$ cat src/design/ept_pkg.sv
`timescale 1ns / 1ps
`default_nettype none
// ----------------------------------------------------------------------------
// Eye pupil tracker package
// Shared widths, fixed-point constants, register indexes and the status
// struct returned by the CORDIC unit.
// ----------------------------------------------------------------------------
package ept_pkg;

  // Field widths
  localparam int MOUSE_W    = 12;
  localparam int PUPIL_W    = 10;
  localparam int SIZE_W     = 10;
  localparam int ORIGIN_W   = 12;
  localparam int ECNT_W     = 3;
  localparam int CFG_IDX_W  = 3;
  localparam int CFG_DATA_W = 12;

  // Internal datapath widths
  localparam int DIFF_W  = 14;  // mouse minus eye centre, signed
  localparam int VEC_W   = 34;  // CORDIC vector carrier
  localparam int ACC_W   = 20;  // cos/sin carrier during rotation
  localparam int UNIT_W  = 17;  // saturated Q1.15 cos/sin
  localparam int HR_W    = 8;   // half radius
  localparam int PROD_W  = 26;  // UNIT_W x (HR_W + 1) signed product
  localparam int OFF_W   = 12;  // pupil offset, signed
  localparam int COORD_W = 12;  // centre plus offset before wrap

  // Fixed-point constants
  localparam int UNITY_Q15       = 32768;
  localparam int CORDIC_INV_GAIN = 19898;
  localparam int VEC_SHIFT       = 16;
  localparam int Q_SHIFT         = 15;

  // Configuration register indexes
  localparam logic [CFG_IDX_W-1:0] CFG_GADGET_WIDTH    = 3'd0;
  localparam logic [CFG_IDX_W-1:0] CFG_GADGET_HEIGHT   = 3'd1;
  localparam logic [CFG_IDX_W-1:0] CFG_GADGET_SCREEN_X = 3'd2;
  localparam logic [CFG_IDX_W-1:0] CFG_GADGET_SCREEN_Y = 3'd3;
  localparam logic [CFG_IDX_W-1:0] CFG_EYE_COUNT       = 3'd4;

  // Status of the CORDIC unit
  typedef struct packed {
    logic busy;
    logic done;
  } cord_rsp_t;

endpackage
`default_nettype wire

$ cat src/design/eye_pupil_tracker_core.sv
`timescale 1ns / 1ps
`default_nettype none
// ----------------------------------------------------------------------------
// Eye pupil tracker core
// Lays out up to MAX_EYE_COUNT eyes in a gadget and, for each mouse word,
// gives one pupil position per eye with moved and redraw flags.
// ----------------------------------------------------------------------------
//
//  Channel | Direction | Handshake       | Payload
//  --------+-----------+-----------------+-------------------------------------
//  in      | input     | in_valid/stall  | mouse_x, mouse_y
//  out     | output    | out_valid/stall | eye_index, pupil_x, pupil_y, moved,
//          |           |                 | last_eye, any_moved
//  cfg     | input     | cfg_we          | cfg_index, cfg_data
//
// A mouse word runs a serial divide for the half eye pitch, then per eye
// one pass of the shared CORDIC unit (one micro-rotation per cycle) and
// the S_MULX and S_MULY steps on the shared multiplier. in_stall is high
// from acceptance until the last result is loaded into the output
// register. Reset is synchronous; every pupil starts at its eye centre
// with no clearing pass. A stalled result holds the sequencer in its emit
// step.
// ----------------------------------------------------------------------------
module eye_pupil_tracker_core #(
  parameter int MAX_EYE_COUNT = 4,
  parameter int CORDIC_STEPS  = 16
) (
  input  wire                                  clk,
  input  wire                                  rst_n,
  input  wire                                  in_valid,
  output logic                                 in_stall,
  input  wire [ept_pkg::MOUSE_W-1:0]           in_mouse_x,
  input  wire [ept_pkg::MOUSE_W-1:0]           in_mouse_y,
  output logic                                 out_valid,
  input  wire                                  out_stall,
  output logic [1:0]                           out_eye_index,
  output logic [ept_pkg::PUPIL_W-1:0]          out_pupil_x,
  output logic [ept_pkg::PUPIL_W-1:0]          out_pupil_y,
  output logic                                 out_moved,
  output logic                                 out_last_eye,
  output logic                                 out_any_moved,
  input  wire                                  cfg_we,
  input  wire [ept_pkg::CFG_IDX_W-1:0]         cfg_index,
  input  wire [ept_pkg::CFG_DATA_W-1:0]        cfg_data
);

  localparam int EW  = (MAX_EYE_COUNT > 1) ? $clog2(MAX_EYE_COUNT) : 1;
  localparam int NW  = $clog2(MAX_EYE_COUNT + 1);
  localparam int DVW = $clog2(2 * MAX_EYE_COUNT + 1);
  localparam int SW  = ept_pkg::SIZE_W;
  localparam int PW  = ept_pkg::PUPIL_W;
  localparam int MW  = ept_pkg::MOUSE_W;
  localparam int HW  = ept_pkg::HR_W;
  localparam int QW  = ept_pkg::PROD_W;
  localparam int OW  = ept_pkg::OFF_W;
  localparam int CW  = ept_pkg::COORD_W;
  localparam int DW  = ept_pkg::DIFF_W;
  localparam int UW  = ept_pkg::UNIT_W;
  localparam int SUMW = DW - 1;
  localparam int Q_LO = ept_pkg::Q_SHIFT;

  typedef enum logic [2:0] {
    S_IDLE, S_DIV, S_GEOM, S_EYE, S_CORD, S_MULX, S_MULY, S_EMIT
  } state_t;

  state_t                     state_r, state_nxt;
  logic [SW-1:0]              width_r, width_nxt, height_r, height_nxt;
  logic [ept_pkg::ORIGIN_W-1:0] sx_r, sx_nxt, sy_r, sy_nxt;
  logic [ept_pkg::ECNT_W-1:0] ecnt_r, ecnt_nxt;
  logic [MW-1:0]              mx_r, mx_nxt, my_r, my_nxt;
  logic [DVW-1:0]             rem_r, rem_nxt;
  logic [SW-1:0]              quo_r, quo_nxt;
  logic [3:0]                 dcnt_r, dcnt_nxt;
  logic [SW:0]                cx_r, cx_nxt;
  logic [PW-1:0]              cy_r, cy_nxt;
  logic [HW-1:0]              hrx_r, hrx_nxt, hry_r, hry_nxt;
  logic [EW-1:0]              eye_r, eye_nxt;
  logic                       any_r, any_nxt;
  logic signed [QW-1:0]       prod_r, prod_nxt;
  logic [PW-1:0]              px_r, px_nxt;
  logic [MAX_EYE_COUNT-1:0]   fresh_r, fresh_nxt;
  logic                       out_valid_r, out_valid_nxt;
  logic [1:0]                 out_eye_r, out_eye_nxt;
  logic [PW-1:0]              out_px_r, out_px_nxt, out_py_r, out_py_nxt;
  logic                       out_mv_r, out_mv_nxt, out_last_r, out_last_nxt;
  logic                       out_any_r, out_any_nxt;

  logic [PW-1:0]              prev_x_r [MAX_EYE_COUNT];
  logic [PW-1:0]              prev_y_r [MAX_EYE_COUNT];

  // Combinational helpers
  logic [NW-1:0]              n_act;
  logic [DVW-1:0]             divisor;
  logic [DVW:0]               rem_sh;
  logic                       rem_ge;
  logic [SW-1:0]              dividend, ry_full;
  logic [SW-1:0]              rx;
  logic [SW-2:0]              ys;
  logic [SUMW-1:0]            sum_x, sum_y;
  logic signed [DW-1:0]       dx, dy;
  logic                       cord_start;
  ept_pkg::cord_rsp_t         cord_rsp;
  logic signed [UW-1:0]       cos_q, sin_q;
  logic signed [UW-1:0]       mul_a;
  logic [HW-1:0]              mul_b;
  logic signed [QW-1:0]       mul_p;
  logic [QW-1:0]              prod_mag;
  logic [QW-Q_LO-1:0]         off_mag;
  logic signed [OW-1:0]       off;
  logic signed [CW-1:0]       px_sum, py_sum;
  logic [PW-1:0]              py_w, cmp_x, cmp_y;
  logic                       moved, is_last, emit_go, cfg_hit;

  // Active eye count: zero acts as one, large values clamp to the maximum.
  always_comb begin
    if (ecnt_r == '0) begin
      n_act = NW'(1);
    end else if (32'(ecnt_r) > MAX_EYE_COUNT) begin
      n_act = NW'(MAX_EYE_COUNT);
    end else begin
      n_act = NW'(ecnt_r);
    end
  end

  // Restoring divider for the half eye pitch (W - 4) / (2n), one bit a cycle.
  assign dividend = (width_r >= SW'(4)) ? (width_r - SW'(4)) : '0;
  assign divisor  = DVW'({n_act, 1'b0});
  assign rem_sh   = {rem_r, quo_r[SW-1]};
  assign rem_ge   = (rem_sh >= {1'b0, divisor});

  assign rx      = (quo_r == '0) ? '0 : (quo_r - SW'(1));
  assign ys      = (height_r >= SW'(4)) ? (SW-1)'((height_r - SW'(4)) >> 1) : '0;
  assign ry_full = (ys == '0) ? '0 : SW'(ys - (SW-1)'(1));

  // Mouse relative to the eye centre in screen coordinates.
  assign sum_x = SUMW'(sx_r) + SUMW'(cx_r);
  assign sum_y = SUMW'(sy_r) + SUMW'(cy_r);
  assign dx    = $signed(DW'(mx_r)) - $signed({1'b0, sum_x});
  assign dy    = $signed(DW'(my_r)) - $signed({1'b0, sum_y});

  assign cord_start = (state_r == S_EYE);

  ept_cordic #(
    .CORDIC_STEPS (CORDIC_STEPS)
  ) u_cordic (
    .clk   (clk),
    .rst_n (rst_n),
    .start (cord_start),
    .dx    (dx),
    .dy    (dy),
    .rsp   (cord_rsp),
    .cos_q (cos_q),
    .sin_q (sin_q)
  );

  // Shared multiplier: cos by the horizontal half radius, then sin by the
  // vertical one.
  assign mul_a = (state_r == S_MULX) ? cos_q : sin_q;
  assign mul_b = (state_r == S_MULX) ? hrx_r : hry_r;
  assign mul_p = QW'(mul_a) * QW'($signed({1'b0, mul_b}));

  // Scale back by 2^15 with truncation toward zero.
  assign prod_mag = prod_r[QW-1] ? QW'(-prod_r) : QW'(prod_r);
  assign off_mag  = prod_mag[QW-1:Q_LO];
  assign off      = prod_r[QW-1] ? -$signed(OW'(off_mag)) : $signed(OW'(off_mag));

  assign px_sum = $signed(CW'(cx_r)) + CW'(off);
  assign py_sum = $signed(CW'(cy_r)) + CW'(off);
  assign py_w   = py_sum[PW-1:0];

  // An entry not yet written since the last layout change reads as the centre.
  assign cmp_x   = fresh_r[eye_r] ? cx_r[PW-1:0] : prev_x_r[eye_r];
  assign cmp_y   = fresh_r[eye_r] ? cy_r : prev_y_r[eye_r];
  assign moved   = (px_r != cmp_x) || (py_w != cmp_y);
  assign is_last = ((NW'(eye_r) + NW'(1)) == n_act);
  assign emit_go = (state_r == S_EMIT) && (!out_valid_r || !out_stall);
  assign cfg_hit = cfg_we && (cfg_index <= ept_pkg::CFG_EYE_COUNT);

  always_comb begin
    state_nxt     = state_r;
    width_nxt     = width_r;
    height_nxt    = height_r;
    sx_nxt        = sx_r;
    sy_nxt        = sy_r;
    ecnt_nxt      = ecnt_r;
    mx_nxt        = mx_r;
    my_nxt        = my_r;
    rem_nxt       = rem_r;
    quo_nxt       = quo_r;
    dcnt_nxt      = dcnt_r;
    cx_nxt        = cx_r;
    cy_nxt        = cy_r;
    hrx_nxt       = hrx_r;
    hry_nxt       = hry_r;
    eye_nxt       = eye_r;
    any_nxt       = any_r;
    prod_nxt      = prod_r;
    px_nxt        = px_r;
    fresh_nxt     = fresh_r;
    out_valid_nxt = out_valid_r && out_stall;
    out_eye_nxt   = out_eye_r;
    out_px_nxt    = out_px_r;
    out_py_nxt    = out_py_r;
    out_mv_nxt    = out_mv_r;
    out_last_nxt  = out_last_r;
    out_any_nxt   = out_any_r;

    if (cfg_we) begin
      case (cfg_index)
        ept_pkg::CFG_GADGET_WIDTH:    width_nxt  = cfg_data[SW-1:0];
        ept_pkg::CFG_GADGET_HEIGHT:   height_nxt = cfg_data[SW-1:0];
        ept_pkg::CFG_GADGET_SCREEN_X: sx_nxt     = cfg_data;
        ept_pkg::CFG_GADGET_SCREEN_Y: sy_nxt     = cfg_data;
        ept_pkg::CFG_EYE_COUNT:       ecnt_nxt   = cfg_data[ept_pkg::ECNT_W-1:0];
        default: begin
        end
      endcase
    end
    if (cfg_hit) begin
      fresh_nxt = '1;
    end

    case (state_r)
      S_IDLE: begin
        if (in_valid) begin
          mx_nxt    = in_mouse_x;
          my_nxt    = in_mouse_y;
          quo_nxt   = dividend;
          rem_nxt   = '0;
          dcnt_nxt  = '0;
          eye_nxt   = '0;
          any_nxt   = 1'b0;
          state_nxt = S_DIV;
        end
      end
      S_DIV: begin
        rem_nxt  = rem_ge ? DVW'(rem_sh - {1'b0, divisor}) : DVW'(rem_sh);
        quo_nxt  = {quo_r[SW-2:0], rem_ge};
        dcnt_nxt = dcnt_r + 4'd1;
        if (dcnt_r == 4'(SW - 1)) begin
          state_nxt = S_GEOM;
        end
      end
      S_GEOM: begin
        hrx_nxt   = HW'(rx >> 1);
        hry_nxt   = HW'(ry_full >> 1);
        cx_nxt    = (SW+1)'(quo_r) + (SW+1)'(2);
        cy_nxt    = PW'(ys) + PW'(2);
        state_nxt = S_EYE;
      end
      S_EYE: begin
        state_nxt = S_CORD;
      end
      S_CORD: begin
        if (cord_rsp.done) begin
          state_nxt = S_MULX;
        end
      end
      S_MULX: begin
        prod_nxt  = mul_p;
        state_nxt = S_MULY;
      end
      S_MULY: begin
        px_nxt    = px_sum[PW-1:0];
        prod_nxt  = mul_p;
        state_nxt = S_EMIT;
      end
      S_EMIT: begin
        if (emit_go) begin
          out_valid_nxt      = 1'b1;
          out_eye_nxt        = 2'(eye_r);
          out_px_nxt         = px_r;
          out_py_nxt         = py_w;
          out_mv_nxt         = moved;
          out_last_nxt       = is_last;
          out_any_nxt        = is_last && (any_r || moved);
          any_nxt            = any_r || moved;
          fresh_nxt[eye_r]   = 1'b0;
          if (is_last) begin
            state_nxt = S_IDLE;
          end else begin
            eye_nxt   = eye_r + EW'(1);
            cx_nxt    = cx_r + {quo_r, 1'b0};
            state_nxt = S_EYE;
          end
        end
      end
      default: begin
        state_nxt = S_IDLE;
      end
    endcase
  end

  always_ff @(posedge clk) begin
    if (!rst_n) begin
      state_r     <= S_IDLE;
      width_r     <= SW'(64);
      height_r    <= SW'(42);
      sx_r        <= '0;
      sy_r        <= '0;
      ecnt_r      <= ept_pkg::ECNT_W'(2);
      fresh_r     <= '1;
      out_valid_r <= 1'b0;
    end else begin
      state_r     <= state_nxt;
      width_r     <= width_nxt;
      height_r    <= height_nxt;
      sx_r        <= sx_nxt;
      sy_r        <= sy_nxt;
      ecnt_r      <= ecnt_nxt;
      fresh_r     <= fresh_nxt;
      out_valid_r <= out_valid_nxt;
    end
    mx_r       <= mx_nxt;
    my_r       <= my_nxt;
    rem_r      <= rem_nxt;
    quo_r      <= quo_nxt;
    dcnt_r     <= dcnt_nxt;
    cx_r       <= cx_nxt;
    cy_r       <= cy_nxt;
    hrx_r      <= hrx_nxt;
    hry_r      <= hry_nxt;
    eye_r      <= eye_nxt;
    any_r      <= any_nxt;
    prod_r     <= prod_nxt;
    px_r       <= px_nxt;
    out_eye_r  <= out_eye_nxt;
    out_px_r   <= out_px_nxt;
    out_py_r   <= out_py_nxt;
    out_mv_r   <= out_mv_nxt;
    out_last_r <= out_last_nxt;
    out_any_r  <= out_any_nxt;
  end

  // Previous pupil per eye.
  always_ff @(posedge clk) begin
    if (emit_go) begin
      prev_x_r[eye_r] <= px_r;
      prev_y_r[eye_r] <= py_w;
    end
  end

  assign in_stall      = (state_r != S_IDLE);
  assign out_valid     = out_valid_r;
  assign out_eye_index = out_eye_r;
  assign out_pupil_x   = out_px_r;
  assign out_pupil_y   = out_py_r;
  assign out_moved     = out_mv_r;
  assign out_last_eye  = out_last_r;
  assign out_any_moved = out_any_r;

  // The CORDIC unit only runs while the sequencer waits for it.
  a_cord_owned: assert property (@(posedge clk) disable iff (!rst_n)
    (cord_rsp.busy || cord_rsp.done) |-> (state_r == S_CORD))
    else $error("CORDIC unit active outside its sequencer step");

  // The redraw flag only rides on the final word of a run.
  a_any_on_last: assert property (@(posedge clk) disable iff (!rst_n)
    (out_valid_r && out_any_r) |-> out_last_r)
    else $error("any_moved set on a word that is not the last eye");

  // An accepted mouse word always starts the divide.
  a_accept_div: assert property (@(posedge clk) disable iff (!rst_n)
    (in_valid && !in_stall) |=> (state_r == S_DIV))
    else $error("accepted mouse word did not start the divide");

endmodule
`default_nettype wire

$ cat src/design/ept_cordic.sv
`timescale 1ns / 1ps
`default_nettype none
// ----------------------------------------------------------------------------
// Eye pupil tracker CORDIC unit
// One micro-rotation per cycle: vectoring on (dx, dy) while the same
// directions rotate a unit vector, giving saturated Q1.15 cos and sin.
// ----------------------------------------------------------------------------
module ept_cordic #(
  parameter int CORDIC_STEPS = 16
) (
  input  wire                                   clk,
  input  wire                                   rst_n,
  input  wire                                   start,
  input  wire logic signed [ept_pkg::DIFF_W-1:0] dx,
  input  wire logic signed [ept_pkg::DIFF_W-1:0] dy,
  output ept_pkg::cord_rsp_t                    rsp,
  output logic signed [ept_pkg::UNIT_W-1:0]     cos_q,
  output logic signed [ept_pkg::UNIT_W-1:0]     sin_q
);

  localparam int KW = (CORDIC_STEPS > 1) ? $clog2(CORDIC_STEPS) : 1;
  localparam int VW = ept_pkg::VEC_W;
  localparam int AW = ept_pkg::ACC_W;
  localparam int UW = ept_pkg::UNIT_W;

  typedef enum logic [1:0] {C_IDLE, C_RUN, C_FIN} cstate_t;

  cstate_t               state_r, state_nxt;
  logic [KW-1:0]         k_r, k_nxt;
  logic signed [VW-1:0]  x_r, x_nxt, y_r, y_nxt;
  logic signed [AW-1:0]  c_r, c_nxt, s_r, s_nxt;
  logic                  flip_r, flip_nxt, zero_r, zero_nxt, done_r, done_nxt;
  logic signed [UW-1:0]  cos_r, cos_nxt, sin_r, sin_nxt;

  logic signed [VW-1:0]     x_sh, y_sh;
  logic signed [AW-1:0]     c_sh, s_sh, c_fin, s_fin, c_sat, s_sat;
  logic signed [ept_pkg::DIFF_W-1:0] adx, ady;

  assign x_sh = x_r >>> k_r;
  assign y_sh = y_r >>> k_r;
  assign c_sh = c_r >>> k_r;
  assign s_sh = s_r >>> k_r;

  // Fold the left half plane onto the right before vectoring.
  assign adx = dx[ept_pkg::DIFF_W-1] ? -dx : dx;
  assign ady = dx[ept_pkg::DIFF_W-1] ? -dy : dy;

  assign c_fin = flip_r ? -c_r : c_r;
  assign s_fin = flip_r ? -s_r : s_r;

  always_comb begin
    if (c_fin > ept_pkg::UNITY_Q15) begin
      c_sat = AW'(ept_pkg::UNITY_Q15);
    end else if (c_fin < -ept_pkg::UNITY_Q15) begin
      c_sat = AW'(-ept_pkg::UNITY_Q15);
    end else begin
      c_sat = c_fin;
    end
    if (s_fin > ept_pkg::UNITY_Q15) begin
      s_sat = AW'(ept_pkg::UNITY_Q15);
    end else if (s_fin < -ept_pkg::UNITY_Q15) begin
      s_sat = AW'(-ept_pkg::UNITY_Q15);
    end else begin
      s_sat = s_fin;
    end
  end

  always_comb begin
    state_nxt = state_r;
    k_nxt     = k_r;
    x_nxt     = x_r;
    y_nxt     = y_r;
    c_nxt     = c_r;
    s_nxt     = s_r;
    flip_nxt  = flip_r;
    zero_nxt  = zero_r;
    done_nxt  = 1'b0;
    cos_nxt   = cos_r;
    sin_nxt   = sin_r;
    case (state_r)
      C_IDLE: begin
        if (start) begin
          k_nxt    = '0;
          x_nxt    = VW'(adx) <<< ept_pkg::VEC_SHIFT;
          y_nxt    = VW'(ady) <<< ept_pkg::VEC_SHIFT;
          c_nxt    = AW'(ept_pkg::CORDIC_INV_GAIN);
          s_nxt    = '0;
          flip_nxt = dx[ept_pkg::DIFF_W-1];
          zero_nxt = (dx == '0) && (dy == '0);
          state_nxt = ((dx == '0) && (dy == '0)) ? C_FIN : C_RUN;
        end
      end
      C_RUN: begin
        if (!y_r[VW-1]) begin
          x_nxt = x_r + y_sh;
          y_nxt = y_r - x_sh;
          c_nxt = c_r - s_sh;
          s_nxt = s_r + c_sh;
        end else begin
          x_nxt = x_r - y_sh;
          y_nxt = y_r + x_sh;
          c_nxt = c_r + s_sh;
          s_nxt = s_r - c_sh;
        end
        k_nxt = k_r + KW'(1);
        if (32'(k_r) == CORDIC_STEPS - 1) begin
          state_nxt = C_FIN;
        end
      end
      C_FIN: begin
        cos_nxt   = zero_r ? UW'(ept_pkg::UNITY_Q15) : UW'(c_sat);
        sin_nxt   = zero_r ? '0 : UW'(s_sat);
        done_nxt  = 1'b1;
        state_nxt = C_IDLE;
      end
      default: begin
        state_nxt = C_IDLE;
      end
    endcase
  end

  always_ff @(posedge clk) begin
    if (!rst_n) begin
      state_r <= C_IDLE;
      done_r  <= 1'b0;
    end else begin
      state_r <= state_nxt;
      done_r  <= done_nxt;
    end
    k_r    <= k_nxt;
    x_r    <= x_nxt;
    y_r    <= y_nxt;
    c_r    <= c_nxt;
    s_r    <= s_nxt;
    flip_r <= flip_nxt;
    zero_r <= zero_nxt;
    cos_r  <= cos_nxt;
    sin_r  <= sin_nxt;
  end

  assign rsp      = ept_pkg::cord_rsp_t'{busy: (state_r != C_IDLE), done: done_r};
  assign cos_q    = cos_r;
  assign sin_q    = sin_r;

endmodule
`default_nettype wire

$ cat config.mk
export PLATFORM = sky130hd
export DESIGN_NAME = eye_pupil_tracker_core
export DESIGN_NICKNAME = d
export VERILOG_FILES = /design/src/design/ept_pkg.sv /design/src/design/eye_pupil_tracker_core.sv /design/src/design/ept_cordic.sv
export SDC_FILE = /design/constraint.sdc
export NUM_CORES = 2
export LEC_CHECK = 0
export BUFFER_PORTS_ARGS = -buffer_cell sky130_fd_sc_hd__buf_2
export CAP_MARGIN = 20
export CORE_MARGIN = 1.5
export CORE_UTILIZATION = 46
export CTS_BUF_LIST = sky130_fd_sc_hd__clkbuf_4
export CTS_CLUSTER_SIZE = 10
export DETAILED_ROUTE_END_ITERATION = 6
export GPL_TIMING_DRIVEN = 0
export HOLD_SLACK_MARGIN = 0.12
export SLEW_MARGIN = 40
export SYNTH_ARGS = -nofsm -noshare
export SYNTH_HDL_FRONTEND = slang
export SYNTH_SLANG_ARGS = --single-unit
$ cat constraint.sdc
create_clock -name clk -period 10.7 [get_ports clk]
set_input_delay 2.675 -clock clk [delete_from_list [all_inputs] [get_ports clk]]
set_output_delay 2.675 -clock clk [all_outputs]
set_load 0.005 [all_outputs]
After elaboration in Yosys (flattened, before gate mapping) --
Memory sizes are Yosys's and may differ from the RTL's. A register that Yosys moved wholly into a read port is not among the register bits. Cells that the tools add are included.
Word-level totals: register bits 349, bits in writable memories 80, input bits 44, memories kept 2
Memory list:
- prev_x_r | words 4, bits a word 10, rd ports 1, clocked after Yosys merged registers in 1, write ports 1, RTL line eye_pupil_tracker_core.sv:88 | logic [PW-1:0] prev_x_r [MAX_EYE_COUNT];
- prev_y_r | words 4, bits a word 10, rd ports 1, clocked after Yosys merged registers in 1, write ports 1, RTL line eye_pupil_tracker_core.sv:89 | logic [PW-1:0] prev_y_r [MAX_EYE_COUNT];
Operators by class: add/sub/neg operators 32, multipliers 1, order comparisons 11, equality and inequality tests 25, shifts and indexed selects 4, mux-type cells 71, bitwise gates (word level) 2, reduce and logical (&&, ||, !) cells 44
Operators with widths (count):
- $mux 34 | 4
- $pmux 34 s2 | 2
- $mux 20 | 6
- $pmux 20 s2 | 2
- $add 34x34->34 | 2
- $sshr 34x4->34 | 2
- $sub 34x34->34 | 2
- $mux 17 | 3
- $mux 10 | 5
- $add 20x20->20 | 2
- $gt 20x17->1 const B | 2
- $lt 20x16->1 const B | 2
- $neg 20->20 | 2
- $sshr 20x4->20 | 2
- $sub 20x20->20 | 2
- $logic_not 14->1 | 2
- $mux 14 | 2
- $neg 14->14 | 2
- $sub 12x13->14 | 2
- $mul 17x9->26 | 1
- $mux 25 | 1
- $neg 25->25 | 1
- $mux 4 | 6
- $pmux 3 s8 | 1
- other kinds (59) | 132

Logic depth before layout (Yosys ltp) --
word-level depth 10, mapped depth 30

By module --
A second synthesis with hierarchy kept.
Unflattened totals: cells, all modules 4213, area total of the unflattened synthesis 40291.1 um^2
By module, submodules not included:
- ept_cordic | instances 1, cells each 2331, area an instance 20502.2 um^2
- eye_pupil_tracker_core | instances 1, cells each 1882, area an instance 19789.0 um^2

Worst setup path after synthesis --
No wires, ideal clock.
kind register to register, from register state_r[0], to register prod_r[24] (data pin), setup time 0.135 ns, arrival time 6.287 ns, data required time 10.565 ns, slack 4.277 ns, stages on the path, launching flop included 23, buffers on the path 3, clock period less this slack 6.423 ns, cells stage by stage dfxtp_1 clkbuf_1 nand3b_1 buf_1 mux2i_1 clkbuf_1 nor2_1 fa_1 fa_1 inv_1 fa_1 fa_1 inv_1 ha_1 o21a_1 o31a_1 o31a_1 o2111a_1 o21ai_0 a211o_1 a31oi_1 or4b_2 nand3_1
Between the ends: word-level cells in the longest chain between the ends 3
Ends and longest elaborated chain:
- start: declaration | RTL line eye_pupil_tracker_core.sv:66 | state_t state_r, state_nxt;
- start signal: assignment | RTL line eye_pupil_tracker_core.sv:305 | state_r <= state_nxt;
- $eq 3x3->1 (*) | RTL line eye_pupil_tracker_core.sv:158, eye_pupil_tracker_core.sv:159
- $mux 17 or $mux 8 (tied branches) | RTL line eye_pupil_tracker_core.sv:158, eye_pupil_tracker_core.sv:159
- $mul 17x9->26 (*) | RTL line eye_pupil_tracker_core.sv:160 | assign mul_p = QW'(mul_a) * QW'($signed({1'b0, mul_b}));
- net mul_p[24] | RTL line eye_pupil_tracker_core.sv:106 | logic signed [QW-1:0] mul_p;
- end signal: assignment | RTL line eye_pupil_tracker_core.sv:325 | prod_r <= prod_nxt;
- end: declaration | RTL line eye_pupil_tracker_core.sv:79 | logic signed [QW-1:0] prod_r, prod_nxt;
Mark *: on every way through the listed nets, which the timed path passes. The rest lies on a longest branch. A chain may end at the register's enable or synchronous reset.

Worst setup path in the final report --
from register u_cordic.k_r[2], to register u_cordic.x_r[33] (data pin)
Between the ends: word-level cells in the longest chain between the ends 4
Ends and longest elaborated chain:
- start: declaration | RTL line ept_cordic.sv:29 | logic [KW-1:0] k_r, k_nxt;
- start signal: assignment | RTL line ept_cordic.sv:130 | k_r <= k_nxt;
- $sshr 34x4->34 (*) | RTL line ept_cordic.sv:40 | assign y_sh = y_r >>> k_r;
- $add 34x34->34 or $sub 34x34->34 (tied branches) | RTL line ept_cordic.sv:95, ept_cordic.sv:100
- $mux 34 (*) | RTL line ept_cordic.sv:94 | if (!y_r[VW-1]) begin
- $pmux 34 s2 (*) | RTL line ept_cordic.sv:80 | case (state_r)
- net u_cordic.x_nxt[33] | RTL line ept_cordic.sv:30 | logic signed [VW-1:0] x_r, x_nxt, y_r, y_nxt;
- end signal: assignment | RTL line ept_cordic.sv:131 | x_r <= x_nxt;
- end: declaration | RTL line ept_cordic.sv:30
Marked as above.

==> run_results.csv <==
group,metric,value,unit
outcome,outcome,"complete, no violations",
power,seq_power_share,28.7,%
grt,grt_max_degree,27,
power,pwr_density_cell,176,mW/mm^2
floorplan,coreArea,0.0866,sq mm
synthesis,synth.ff_latch_count,431,
detailed_routing,m1WireLength,55700,microns
detailed_routing,route.met2.wl,58100,microns
synthesis,synth.yosys.seq_area_share,30.7,%
detailed_routing,highest_layer,"met5",
detailed_routing,route.detailed.vias_per_inst,6.00,
synthesis,synth_area,0.0402,sq mm
synthesis,postSynthAreaPerCell,9.51,sq um
setup_path,r2r_slack,0.20,ns
detailed_routing,route.detailed.drc,0,
detailed_routing,num_vias,34198,
detailed_routing,dr.pass1.iters,5,
setup_path,worst_setup_path_start_kind,"flip-flop",
setup_path,worst_r2r_path_depth,26,
sta,maxSlewHeadroom,34.5,%
placed_design,dpl.hpwl,101000,microns
synthesis,postSynth.topFlopCell,"sky130_fd_sc_hd__edfxtp_1",
sta,setup_ws,0.204,ns
clock_tree,clock_insertion_delay_worst_skew,1.03,ns
grt,via_count_of_the_first_global_routing_pass,32697,
clock_tree,clock_path_buffers,3,
grt,globalRouteOverflowTotal,0,
detailed_routing,wl_met3,11500,microns
setup_path,worstReg2RegEnd,"u_cordic.x_r[33]$_DFFE_PP_",
floorplan,design.portCount,71,
detailed_routing,drt_iter0_markers,3445,
cells_and_area,fin_cells,5695,
setup_path,timing.critical_path.fanout_max,10,
clock_tree,cts_tree,"yes",
setup_path,worstPathArrival,11.32,ns
setup_path,endpoint_kind,"flip-flop",
synthesis,asyncSetResetFlopFracSynth,0,%
sta,final_period_minus_worst_setup_slack,10.50,ns
cells_and_area,commonest_non_fill_non_tap_cell_in_the_layout,"sky130_fd_sc_hd__nand2_1",
clock_tree,path_clk_slew,0.07,ns
power,power.share.combinational,50.1,%
clock_tree,cts-buffers-inserted,121,
clock_tree,numClockSinks,431,
sta,max_freq,0.0953,GHz
sta,final_max_slew_viol_count,0,
sta,tightestPinTransition,0.982,ns
floorplan,floorplan.rows,108,
synthesis,ys.warnings.count,0,
synthesis,number_of_enable_type_register_cells_in_the_synthesized_netlist,371,
power,p_clk_share,21.3,%
floorplan,die_height,298,microns
cells_and_area,areaGrowthSynthToFinish,9.46,%
sta,layout_worst_path_cycle_share,98.1,%
clock_tree,cts_hold_buffers,0,
setup_path,timing.rr.start,"u_cordic.k_r[2]$_SDFFCE_PN0P_",
power,power_leakage,17.6,nW
sta,worst_clock_skew,0.0848,ns
detailed_routing,antenna_left,0,
clock_tree,cells_resized_by_post_cts_repair,0,
grt,global_route_wire_length_before_repair,199000,microns
grt,global_route.usage.total,29.1,%
clock_tree,cts_setup_buffers,0,
power,p_int,4.53,mW
placed_design,gp_congestion,0.996,
floorplan,chipWidth,298,microns
min_path,timing.hold.worst.start,"sy_r[3]$_SDFFE_PN0P_",
cells_and_area,post_route_cells_drive_above_1_share,13.2,%
setup_path,timing_worst_setup_path_type,"flip-flop to flip-flop",
sta,grt_setup_unrepaired,"false",
min_path,hold_class,"flip-flop to flip-flop",
detailed_routing,wl_per_cell,23.0,microns
sta,finalSetupTns,0,ns
power,switchingPower,3.19,mW
cells_and_area,finalNetCount,4858,
min_path,whs_endpoint,"sy_r[3]$_SDFFE_PN0P_",
flow_run,drv.max_cap_violation_count,0,
synthesis,gate_count_of_the_mapped_netlist,4223,
floorplan,die_area,0.0891,sq mm
power,report.power.total,7.72,mW
detailed_routing,wl,131000,microns
sta,setup_violations,0,
setup_path,worst_ep_required_time,11.53,ns
sta,hold_viol,0,
power,power.share.switching,41.4,%
power,vdd_drop_max,0.000253,V
min_path,hold_depth,2,
synthesis,netlist-cell-type-count,99,
placed_design,placement.io_buffers,70,
cells_and_area,final_cell_mix,"420 x sky130_fd_sc_hd__nand2_1, 414 x sky130_fd_sc_hd__nor2_1, 371 x sky130_fd_sc_hd__edfxtp_1",
grt,antenna_violations_before_repair,5,
placed_design,post-place-cells,5462,
clock_tree,clock_tree.root_cell,"sky130_fd_sc_hd__clkbuf_4",
placed_design,pre_cts_ws,0.667,ns
cells_and_area,post-route-util,50.7,%
floorplan,initial_core_util,46.4,%
clock_tree,cts_max_level,3,
synthesis,synthesis.nets,4650,
## critical path, cell delays in order (launching register included)
cell	delay, ns
sky130_fd_sc_hd__edfxtp_1	0.42
sky130_fd_sc_hd__buf_2	0.32
sky130_fd_sc_hd__buf_1	0.69
sky130_fd_sc_hd__clkbuf_2	0.54
sky130_fd_sc_hd__buf_2	0.45
sky130_fd_sc_hd__buf_1	0.74
sky130_fd_sc_hd__buf_2	0.51
sky130_fd_sc_hd__buf_1	0.68
sky130_fd_sc_hd__clkbuf_1	0.69
sky130_fd_sc_hd__o211ai_1	0.18
sky130_fd_sc_hd__o21ai_0	0.22
sky130_fd_sc_hd__ha_1	0.25
sky130_fd_sc_hd__a21boi_1	0.36
sky130_fd_sc_hd__nand4_1	0.35
sky130_fd_sc_hd__a21oi_1	0.62
sky130_fd_sc_hd__a21oi_1	0.17
sky130_fd_sc_hd__xor2_1	0.60
sky130_fd_sc_hd__ha_1	0.41
sky130_fd_sc_hd__a21o_1	0.19
sky130_fd_sc_hd__a21o_1	0.16
sky130_fd_sc_hd__a21oi_1	0.23
sky130_fd_sc_hd__o31ai_1	0.10
sky130_fd_sc_hd__a311o_1	0.38
sky130_fd_sc_hd__a22o_1	0.19
sky130_fd_sc_hd__a311oi_1	0.43
sky130_fd_sc_hd__xnor3_1	0.28
sky130_fd_sc_hd__o21ai_1	0.12
## worst max path at each step
stage                                       start                    endpoint  slack, ns  depth (start not counted)
floorplan                 state_r[0]$_SDFFE_PN0P_        prod_r[24]$_DFFE_PP_       4.28                         22
global placement    u_cordic.k_r[2]$_SDFFCE_PN0P_  u_cordic.x_r[33]$_DFFE_PP_       0.47                         26
detailed placement  u_cordic.k_r[2]$_SDFFCE_PN0P_  u_cordic.x_r[33]$_DFFE_PP_       0.67                         26
CTS                 u_cordic.k_r[2]$_SDFFCE_PN0P_  u_cordic.x_r[33]$_DFFE_PP_       0.60                         26
global route        u_cordic.k_r[2]$_SDFFCE_PN0P_  u_cordic.x_r[33]$_DFFE_PP_       0.30                         26
finish              u_cordic.k_r[2]$_SDFFCE_PN0P_  u_cordic.x_r[33]$_DFFE_PP_       0.20                         26
## sequential cells by signal, summed over array words and instances (netlist names), 11 cells and up, named ones only
name and flops:
mx_r 12, u_cordic.s_r 20, prev_x_r 40, u_cordic.cos_q 17, u_cordic.x_r 34, u_cordic.sin_q 17, prod_r 26, cx_r 11
prev_y_r 40, sx_r 12, u_cordic.c_r 20, u_cordic.y_r 34, sy_r 12, my_r 12
## through the flow
step / hold slack [ns] / area (sq um)
after floorplan: 0.436 / 40200
after global placement: 0.445 / 41900
after detailed placement: 0.449 / 42300
after CTS: 0.458 / 43900
after global routing: 0.479 / 43900
final: 0.457 / 43900
## cells in the mapped netlist (12+ instances only)
cell,n,area share (%)
sky130_fd_sc_hd__o22ai_1,18,0.28
sky130_fd_sc_hd__nor2b_1,43,0.67
sky130_fd_sc_hd__mux2i_1,127,3.2
sky130_fd_sc_hd__mux2_2,70,2.0
sky130_fd_sc_hd__fa_1,137,6.8
sky130_fd_sc_hd__edfxtp_1,371,28
sky130_fd_sc_hd__o211ai_1,43,0.80
sky130_fd_sc_hd__o21ai_1,12,0.15
sky130_fd_sc_hd__and2_1,36,0.56
sky130_fd_sc_hd__nor4_1,23,0.36
sky130_fd_sc_hd__clkbuf_1,123,1.1
sky130_fd_sc_hd__o31ai_1,32,0.60
sky130_fd_sc_hd__o21ai_0,179,2.2
sky130_fd_sc_hd__o21a_1,40,0.75
sky130_fd_sc_hd__buf_1,39,0.36
sky130_fd_sc_hd__o21bai_1,13,0.24
sky130_fd_sc_hd__inv_1,300,2.8
sky130_fd_sc_hd__ha_1,246,7.7
sky130_fd_sc_hd__nor3_1,73,0.91
sky130_fd_sc_hd__nand2b_1,52,0.81
sky130_fd_sc_hd__or3_1,19,0.30
sky130_fd_sc_hd__nor2_1,415,3.9
sky130_fd_sc_hd__mux4_2,115,6.5
sky130_fd_sc_hd__dfxtp_1,60,3.0
sky130_fd_sc_hd__a211oi_1,30,0.56
sky130_fd_sc_hd__xor2_1,147,3.2
sky130_fd_sc_hd__or2_2,20,0.31
sky130_fd_sc_hd__buf_2,27,0.34
sky130_fd_sc_hd__a21o_1,58,1.1
sky130_fd_sc_hd__a31oi_1,42,0.65
sky130_fd_sc_hd__a21oi_1,277,3.5
sky130_fd_sc_hd__and3_1,47,0.73
sky130_fd_sc_hd__a31o_2,12,0.26
sky130_fd_sc_hd__nand4_1,25,0.39
sky130_fd_sc_hd__nand3_1,77,0.96
sky130_fd_sc_hd__nand2_1,421,3.9
sky130_fd_sc_hd__xnor2_1,201,4.4
sky130_fd_sc_hd__nor3b_1,12,0.22
## per-layer routing
metal	global-route usage, %	up-vias
li1	-	15759
met1	40.0	16486
met2	44.6	1594
met3	5.93	357
met4	12.3	2
met5	0	-
## cells by family (layout without fill, tap and decap cells)
family                     after synthesis  in the layout  share of synthesized area (%)
other                                    0              7                              0
buffers and inverters                  505            815                           5.03
xor gates and xnor gates               355            355                           7.98
and+or+nand+nor                       1333           1333                           15.6
AOI/OAI and AO/OA                      897            897                           14.3
adders and majority gates              383            383                           14.5
DFF                                    431            431                           30.7
muxes                                  319            319                           11.9
## power groups by stage
stage	clock network, mW	logic [mW]	registers (mW)
finish	1.64	3.87	2.21
global route	1.78	4.32	2.22
CTS	1.69	3.85	2.21
detailed placement	0	3.83	2.24
global placement	0	3.79	2.26
floorplan	0	2.96	2.18
## final cells by class
class / count / area, sq um
fill: 8160 / 42700
multi-input combinational: 3287 / 25900
sequential: 431 / 12300
tap: 1155 / 1450
clock buffer: 169 / 1270
inverter: 301 / 1130
buffer: 204 / 916
timing repair buffer: 85 / 577
clock inverter: 56 / 380
antenna: 7 / 17.5
No activity file was read; power rests on OpenSTA's default activity.
